--- src/design/elba_pkg.sv ---
// Shared types and codes for the extent list block allocator.
// Holds the operation and status codes, the word structs and the sequencer states.
// No dependencies.
`default_nettype none

package elba_pkg;

	// Operation codes carried in the op field.
	localparam logic [1:0] OP_INIT  = 2'd0;
	localparam logic [1:0] OP_ALLOC = 2'd1;
	localparam logic [1:0] OP_FREE  = 2'd2;

	// Status codes returned with every result word.
	localparam logic [2:0] ST_OK        = 3'd0;
	localparam logic [2:0] ST_BAD_GROUP = 3'd1;
	localparam logic [2:0] ST_NO_SPACE  = 3'd2;
	localparam logic [2:0] ST_FULL      = 3'd3;
	localparam logic [2:0] ST_BAD_RANGE = 3'd4;

	localparam int unsigned EXT_W = 64;

	// One free extent as it sits in the extent memory.
	typedef struct packed {
		logic [31:0] start;
		logic [31:0] len;
	} extent_t;

	// One request word as accepted on the input channel.
	typedef struct packed {
		logic [1:0]  op;
		logic [3:0]  ag_index;
		logic [31:0] block_number;
		logic [31:0] group_size;
	} req_t;

	// One result word handed to the output register.
	typedef struct packed {
		logic [2:0]  status;
		logic [31:0] alloc_block;
		logic [31:0] free_count;
	} result_t;

	// Sequencer states.
	typedef enum logic [2:0] {
		SQ_IDLE,
		SQ_DISPATCH,
		SQ_SCAN_RD,
		SQ_SCAN_CHK,
		SQ_SHIFT_RD,
		SQ_SHIFT_WR,
		SQ_RESP
	} seq_state_t;

endpackage

`default_nettype wire

--- src/design/elba_seq.sv ---
// Allocator sequencer: per-group extent counts, the global free counter and
// the read-modify-write walk over the extent memory. Depends on elba_pkg.
`default_nettype none

module elba_seq #(
	parameter int unsigned GROUP_COUNT = 4,
	parameter int unsigned MAX_EXTENTS = 64,
	parameter int unsigned AW          = 8
) (
	input  wire                        clk,
	input  wire                        arst_n,
	input  wire                        start,
	input  elba_pkg::req_t             req,
	output logic                       idle,
	output logic                       res_valid,
	input  wire                        res_ready,
	output elba_pkg::result_t          res,
	input  wire                        cfg_wr_en,
	input  wire  [31:0]                cfg_wr_data,
	output logic                       mem_we,
	output logic [AW-1:0]              mem_waddr,
	output logic [elba_pkg::EXT_W-1:0] mem_wdata,
	output logic                       mem_re,
	output logic [AW-1:0]              mem_raddr,
	input  wire  [elba_pkg::EXT_W-1:0] mem_rdata
);
	import elba_pkg::*;

	localparam int unsigned IW = $clog2(MAX_EXTENTS);
	localparam int unsigned CW = $clog2(MAX_EXTENTS + 1);
	localparam int unsigned XW = CW + 1;
	localparam int unsigned GW = (GROUP_COUNT > 1) ? $clog2(GROUP_COUNT) : 1;

	seq_state_t state_q, state_d;

	req_t        req_q;
	logic [IW-1:0] idx_q;
	logic [2:0]  status_q;
	logic [31:0] blk_q;
	logic [31:0] fc_q;
	logic [CW-1:0] cnt_q [GROUP_COUNT];

	logic [GW-1:0] grp;
	logic [CW-1:0] cur_n;
	logic [XW-1:0] n_x, idx_x;
	extent_t     rd;
	logic        bad_group, init_bad, list_full, list_empty;
	logic        hit, last_blk, scan_more;

	logic        st_ld;
	logic [2:0]  st_val;
	logic        blk_ld;
	logic [31:0] blk_val;
	logic        idx_clr, idx_inc;
	logic        cnt_we;
	logic [CW-1:0] cnt_val;
	logic        fc_inc, fc_dec;
	extent_t     wr_ext;

	// Decode of the held request and of the word just read.
	always_comb begin
		grp        = req_q.ag_index[GW-1:0];
		cur_n      = cnt_q[grp];
		n_x        = XW'(cur_n);
		idx_x      = XW'(idx_q);
		rd         = extent_t'(mem_rdata);
		bad_group  = {1'b0, req_q.ag_index} >= 5'(GROUP_COUNT);
		init_bad   = req_q.group_size < req_q.block_number;
		list_full  = n_x >= XW'(MAX_EXTENTS);
		list_empty = (cur_n == '0);
		hit        = (rd.len != 32'd0);
		last_blk   = (rd.len == 32'd1);
		scan_more  = (idx_x + XW'(1)) < n_x;
	end

	// Next state.
	always_comb begin
		state_d = state_q;
		case (state_q)
			SQ_IDLE: begin
				if (start) state_d = SQ_DISPATCH;
			end
			SQ_DISPATCH: begin
				if (req_q.op == OP_ALLOC && !bad_group && !list_empty) state_d = SQ_SCAN_RD;
				else state_d = SQ_RESP;
			end
			SQ_SCAN_RD: state_d = SQ_SCAN_CHK;
			SQ_SCAN_CHK: begin
				if (hit) begin
					state_d = (last_blk && scan_more) ? SQ_SHIFT_RD : SQ_RESP;
				end else begin
					state_d = scan_more ? SQ_SCAN_RD : SQ_RESP;
				end
			end
			SQ_SHIFT_RD: state_d = SQ_SHIFT_WR;
			// The count already holds the shortened length here, so the shift goes
			// on while the slot after the one just written is still inside the list.
			SQ_SHIFT_WR: state_d = scan_more ? SQ_SHIFT_RD : SQ_RESP;
			SQ_RESP: begin
				if (res_ready) state_d = SQ_IDLE;
			end
			default: state_d = SQ_IDLE;
		endcase
	end

	// Outputs and datapath controls per state.
	always_comb begin
		idle      = 1'b0;
		res_valid = 1'b0;
		mem_we    = 1'b0;
		mem_waddr = {grp, idx_q};
		wr_ext    = rd;
		mem_re    = 1'b0;
		mem_raddr = {grp, idx_q};
		st_ld     = 1'b0;
		st_val    = ST_OK;
		blk_ld    = 1'b0;
		blk_val   = 32'd0;
		idx_clr   = 1'b0;
		idx_inc   = 1'b0;
		cnt_we    = 1'b0;
		cnt_val   = cur_n;
		fc_inc    = 1'b0;
		fc_dec    = 1'b0;
		case (state_q)
			SQ_IDLE: idle = 1'b1;
			SQ_DISPATCH: begin
				st_ld   = 1'b1;
				blk_ld  = 1'b1;
				idx_clr = 1'b1;
				if (req_q.op == OP_INIT || req_q.op == OP_ALLOC || req_q.op == OP_FREE) begin
					if (bad_group) begin
						st_val = ST_BAD_GROUP;
					end else begin
						case (req_q.op)
							OP_INIT: begin
								if (init_bad) begin
									st_val = ST_BAD_RANGE;
								end else begin
									// One extent from the first free block to the group end.
									mem_we       = 1'b1;
									mem_waddr    = {grp, IW'(0)};
									wr_ext.start = req_q.block_number;
									wr_ext.len   = req_q.group_size - req_q.block_number;
									cnt_we       = 1'b1;
									cnt_val      = CW'(1);
								end
							end
							OP_ALLOC: begin
								if (list_empty) st_val = ST_NO_SPACE;
							end
							OP_FREE: begin
								if (list_full) begin
									st_val = ST_FULL;
								end else begin
									// Append a one-block extent after the last entry.
									mem_we       = 1'b1;
									mem_waddr    = {grp, cur_n[IW-1:0]};
									wr_ext.start = req_q.block_number;
									wr_ext.len   = 32'd1;
									cnt_we       = 1'b1;
									cnt_val      = cur_n + CW'(1);
									fc_inc       = 1'b1;
								end
							end
							default: st_val = ST_OK;
						endcase
					end
				end
			end
			SQ_SCAN_RD: mem_re = 1'b1;
			SQ_SCAN_CHK: begin
				if (hit) begin
					blk_ld  = 1'b1;
					blk_val = rd.start;
					fc_dec  = 1'b1;
					if (last_blk) begin
						// Extent exhausted: later entries shift down one place.
						cnt_we  = 1'b1;
						cnt_val = cur_n - CW'(1);
					end else begin
						mem_we       = 1'b1;
						wr_ext.start = rd.start + 32'd1;
						wr_ext.len   = rd.len - 32'd1;
					end
				end else if (scan_more) begin
					idx_inc = 1'b1;
				end else begin
					st_ld  = 1'b1;
					st_val = ST_NO_SPACE;
				end
			end
			SQ_SHIFT_RD: begin
				mem_re    = 1'b1;
				mem_raddr = {grp, IW'(idx_x + XW'(1))};
			end
			SQ_SHIFT_WR: begin
				mem_we  = 1'b1;
				idx_inc = 1'b1;
			end
			SQ_RESP: res_valid = 1'b1;
			default: idle = 1'b0;
		endcase
		mem_wdata = EXT_W'(wr_ext);
	end

	// Control registers: state, extent counts and the global free counter.
	always_ff @(posedge clk or negedge arst_n) begin
		if (!arst_n) begin
			state_q <= SQ_IDLE;
			fc_q    <= 32'd0;
			for (int i = 0; i < GROUP_COUNT; i++) begin
				cnt_q[i] <= '0;
			end
		end else begin
			state_q <= state_d;
			if (cnt_we) cnt_q[grp] <= cnt_val;
			if (cfg_wr_en) begin
				fc_q <= cfg_wr_data;
			end else if (fc_inc && fc_q != 32'hFFFF_FFFF) begin
				fc_q <= fc_q + 32'd1;
			end else if (fc_dec && fc_q != 32'd0) begin
				fc_q <= fc_q - 32'd1;
			end
		end
	end

	// Payload registers for the request in flight.
	always_ff @(posedge clk) begin
		if (start && idle) req_q <= req;
		if (st_ld) status_q <= st_val;
		if (blk_ld) blk_q <= blk_val;
		if (idx_clr) begin
			idx_q <= '0;
		end else if (idx_inc) begin
			idx_q <= idx_q + IW'(1);
		end
	end

	assign res.status      = status_q;
	assign res.alloc_block = blk_q;
	assign res.free_count  = fc_q;

`ifndef SYNTH
	// A scan read never goes past the end of the group's list.
	a_scan_in_list: assert property (@(posedge clk) disable iff (!arst_n)
		(state_q == SQ_SCAN_RD) |-> (idx_x < n_x))
		else $error("scan read beyond extent count");

	// The extent count of a group being scanned never exceeds the list size.
	a_count_bound: assert property (@(posedge clk) disable iff (!arst_n)
		(state_q == SQ_SCAN_CHK) |-> (n_x <= XW'(MAX_EXTENTS)))
		else $error("extent count above list size");

	// The memory is never read and written in the same cycle.
	a_no_rw_overlap: assert property (@(posedge clk) disable iff (!arst_n)
		!(mem_we && mem_re))
		else $error("memory read and write overlap");

	// A shift read is always followed by the write of the slot below it.
	a_shift_pair: assert property (@(posedge clk) disable iff (!arst_n)
		(state_q == SQ_SHIFT_RD) |=> (state_q == SQ_SHIFT_WR && mem_we))
		else $error("shift read without write back");
`endif

endmodule

`default_nettype wire

--- config.mk ---
export PLATFORM = sky130hd
export DESIGN_NAME = elba_seq
export DESIGN_NICKNAME = d
export VERILOG_FILES = /design/src/design/elba_pkg.sv /design/src/design/elba_seq.sv
export SDC_FILE = /design/constraint.sdc
export NUM_CORES = 1
export LEC_CHECK = 0
export ABC_AREA = 1
export BUFFER_PORTS_ARGS = -buffer_cell sky130_fd_sc_hd__buf_2
export CAP_MARGIN = 15
export CORE_ASPECT_RATIO = 1.75
export CORE_MARGIN = 3
export CORE_UTILIZATION = 50
export CTS_CLUSTER_DIAMETER = 200
export DETAILED_ROUTE_END_ITERATION = 10
export PLACE_DENSITY = 0.72
export SYNTH_ARGS = -nofsm -noshare
export SYNTH_HDL_FRONTEND = slang
export SYNTH_SLANG_ARGS = --single-unit
--- constraint.sdc ---
create_clock -name clk -period 5.7 [get_ports clk]
set_clock_uncertainty 0.05 [all_clocks]
set_input_delay 1.14 -clock clk [delete_from_list [all_inputs] [get_ports clk]]
set_output_delay 1.14 -clock clk [all_outputs]
set_load 0.02 [all_outputs]
==> summary.md <==
| Metric | Value |
|---|---|
| PortBufs | 321 |
| Non-filler cells, final | 3240 |
| Num CTS Buffers | 17 |
| GRT Total Usage | 0.393 |
| Slew Viols, Final | 0 |
| Worst-Margin Slew | 1.03 ns |
| CP Data Arrival Time | around 4.3 ns |
| DR vias/cell | roughly 5.8 |
| Final WL | between 70000 and 80000 um |
| DP Cell Count | 3197 |
| Final period utilization | 0.958 |
| GP Congestion | ~1.0 |
| First-pass GRT wire length | approximately 110000 um |
| H-tree depth | 4 |
| Largest net degree at the start of global routing | 64 |
| TritonCTS Sinks | 174 |
| Initial Util | 0.512 |
| RSZ-0062 raised after global routing | no |
| Predominant post-synthesis flop cell | edfxtp_1 |
| Syn nets | 2771 |
| CP startpoint kind | flip-flop |
| Placed cell areas | about 19000 um2 |
| Die Ht | 248 um |
| Hold Fails Final Rpt | 0 |
| Max VDD drop | 0.000311 V |
| Multi-input gate area | 10300 um2 |
| Async S/R FF share, synth | 0.362 |
| Vias post-DR | around 19000 |
| Crit. End Element | output pin |
| Site row count | 87 |
| Area Overhead vs Synth | 14.8% |
| Max-cap violations | 0 |
| PnR worst setup slack | 0.240 ns |
| Worst hold path type | flip-flop to flip-flop |
| Area share of the largest cell type after synthesis | 0.189 |
| PwrDens | 432 nW/um2 |
| Power, Total | between 8000 and 9000 uW |
| CTS Buffer Depth | 2 |
| Nets@finish | 3064 |
| Cts repair resizes | 0 |
| Setup TNS | 0 ns |
| Die width | 144 um |
| Initial antenna violation count | 13 |
| Rel. slew slack | 0.310 |
| Num ports | between 300 and 400 |
| # fillers | ~3200 |
| Aggregate global routing overflow | 0 |
| Yosys reg bits | 174 |
| Clk_lat worst skew | 0.47 ns |
| Final setup viols | 0 |
| Root buffer cell | clkbuf_16 |
| Register area | 4850 um2 |
| CTS Hold Bufs | 0 |
| Static leakage | 0.00948 uW |
| Min cycle time layout | 5.46 ns |
| Status | finished, final reports clean |
| CTS tree | done |
| Synth unique cells | 61 |
| Sequential share of the synthesized area | 0.291 |
| Dpl ws | between 0.8 and 0.9 ns |
| Initial DRC Count | ~1700 |
| Setup Crit Path Kind | flip-flop to output pin |
| Share of layout cells above drive strength 1 | 0.182 |
| Drt pass-1 iters | 6 |
| Synthesized area | 16700 um2 |
| DR DRC count | 0 |
| Routed len/inst | 22.1 um |
| Max FO, Critical Path | 31 |
| Synth area leader | edfxtp_1 |
| Finished layout cell area | between 15000 and 20000 um2 |
| EDFF count, synth | around 110 |
| Post-DP HPWL | 57600 um |
| Worst-path clk slew | 0.07 ns |
| Die Area | 35600 um2 |
| Maximum clock rate | 0.183 GHz |
| Synth Warn # | 0 |
| Core area | between 30000 and 40000 um2 |
| Post-Syn Area per Cell | ~6.6 um2 |
| Post-CTS setup buffer count | 0 |
| WP data required | 4.51 ns |
| Vias in the first global route | 18200 |
| Top cells by area, synth | edfxtp_1, nand2_1, dfrtp_1 |
| Number of antenna-violating nets in the routed design | 0 |
| Cell count after synthesis | about 2500 |
[flip-flops by register name (all words and copies together), names as in the netlist]
register / count
cnt_q: 28
state_q: 3
fc_q: 32
req_q: 68
grp: 2
blk_q: 32
status_q: 3
idx_q: 6
[kinds of logic after synthesis]
| group | synth area share |
|---|---|
| flip-flops | 0.291 |
| adder cells (fa/ha/maj) | 0.0587 |
| AO/OA/AOI/OAI | 0.119 |
| buffers and inverters | 0.0924 |
| AND/OR/NAND/NOR | 0.409 |
| XOR/XNOR | 0.0300 |
[cells in the final DEF, fill, tap and decap left out, types with 44 or more instances in the layout]
cell      Yosys  layout
a21oi_1     107     107
ha_1         75      75
nand3_1     198     198
o21ai_0     102     102
nor2_1      336     334
edfxtp_1    105     105
nand2_1     760     760
inv_1       269     270
dfrtp_1      63      63
xor2_1       44      44
buf_2        15     321
[power by group]
part / switching [uW] / internal, uW
clock: 596 / 588
combinational: 3500 / 1540
sequential: 315 / 1720
total: 4410 / 3850
[critical path, cell delays in order (launching register included)]
cell      delay (ns)
edfxtp_1        0.42
ha_1            0.25
fa_1            0.42
inv_1           0.07
nand3_1         0.07
nand2_1         0.17
nand2_2         0.08
nand2_4         0.09
nand2_2         0.05
nand2_2         0.13
nand2_2         0.14
nand3_2         0.18
nand2_4         0.31
nor2_4          0.54
nand2_1         0.36
nand2_1         0.14
nor2_1          0.05
a21oi_1         0.11
buf_2           0.18
[synth_stat cells (14+ instances only)]
cell type and n:
a21oi_1 107, a31oi_1 16, buf_2 15, buf_4 14, clkbuf_1 26, dfrtp_1 63, edfxtp_1 105, ha_1 75
inv_1 269, inv_2 19, nand2_1 760, nand2_2 24, nand3_1 198, nand4_1 43, nor2_1 336, nor2_2 16
nor2_4 18, nor3_1 43, nor4_1 19, o211ai_1 18, o21ai_0 102, o21ai_1 31, xor2_1 44
[final cells by class]
cell class | instances | share of cell area
diodes | 11 | 0.00144
well taps | 400 | 0.0262
flip-flops and latches | 174 | 0.254
clock buffers | 18 | 0.0230
multi-input cells | 1985 | 0.538
inverters | 300 | 0.0607
repair buffers | 338 | 0.0907
clock inverters | 14 | 0.00654
[path summary, 6_finish.rpt]
kind                       cells past startpoint  startpoint  slack, ns            end
min reg2reg                                    2   cnt_q[17]       0.43      cnt_q[17]
min in group asynchronous                      2      arst_n       0.79      cnt_q[18]
max reg2reg                                   20  state_q[1]       1.11       fc_q[27]
max in group asynchronous                      2      arst_n       4.27        fc_q[6]
max                                           18   req_q[32]       0.24  mem_wdata[47]
min                                            2   cnt_q[17]       0.43      cnt_q[17]
[metal layers]
metal  global-route usage  vias to the layer above  share of wire
met3               0.0650                      311          0.076
met1                0.409                     8611           0.34
li1                     -                     8886              -
met5                    0                        -        0.00020
met4                0.320                        2           0.10
met2                0.683                     1058           0.49
[per-stage QoR]
step	hold WS, ns	utilization
after floorplan	0.399	-
after global placement	0.413	0.570
after detailed placement	0.415	0.570
after CTS	0.435	0.587
after global routing	0.450	0.587
final	0.435	0.588
(Power assumes the default switching activity.)
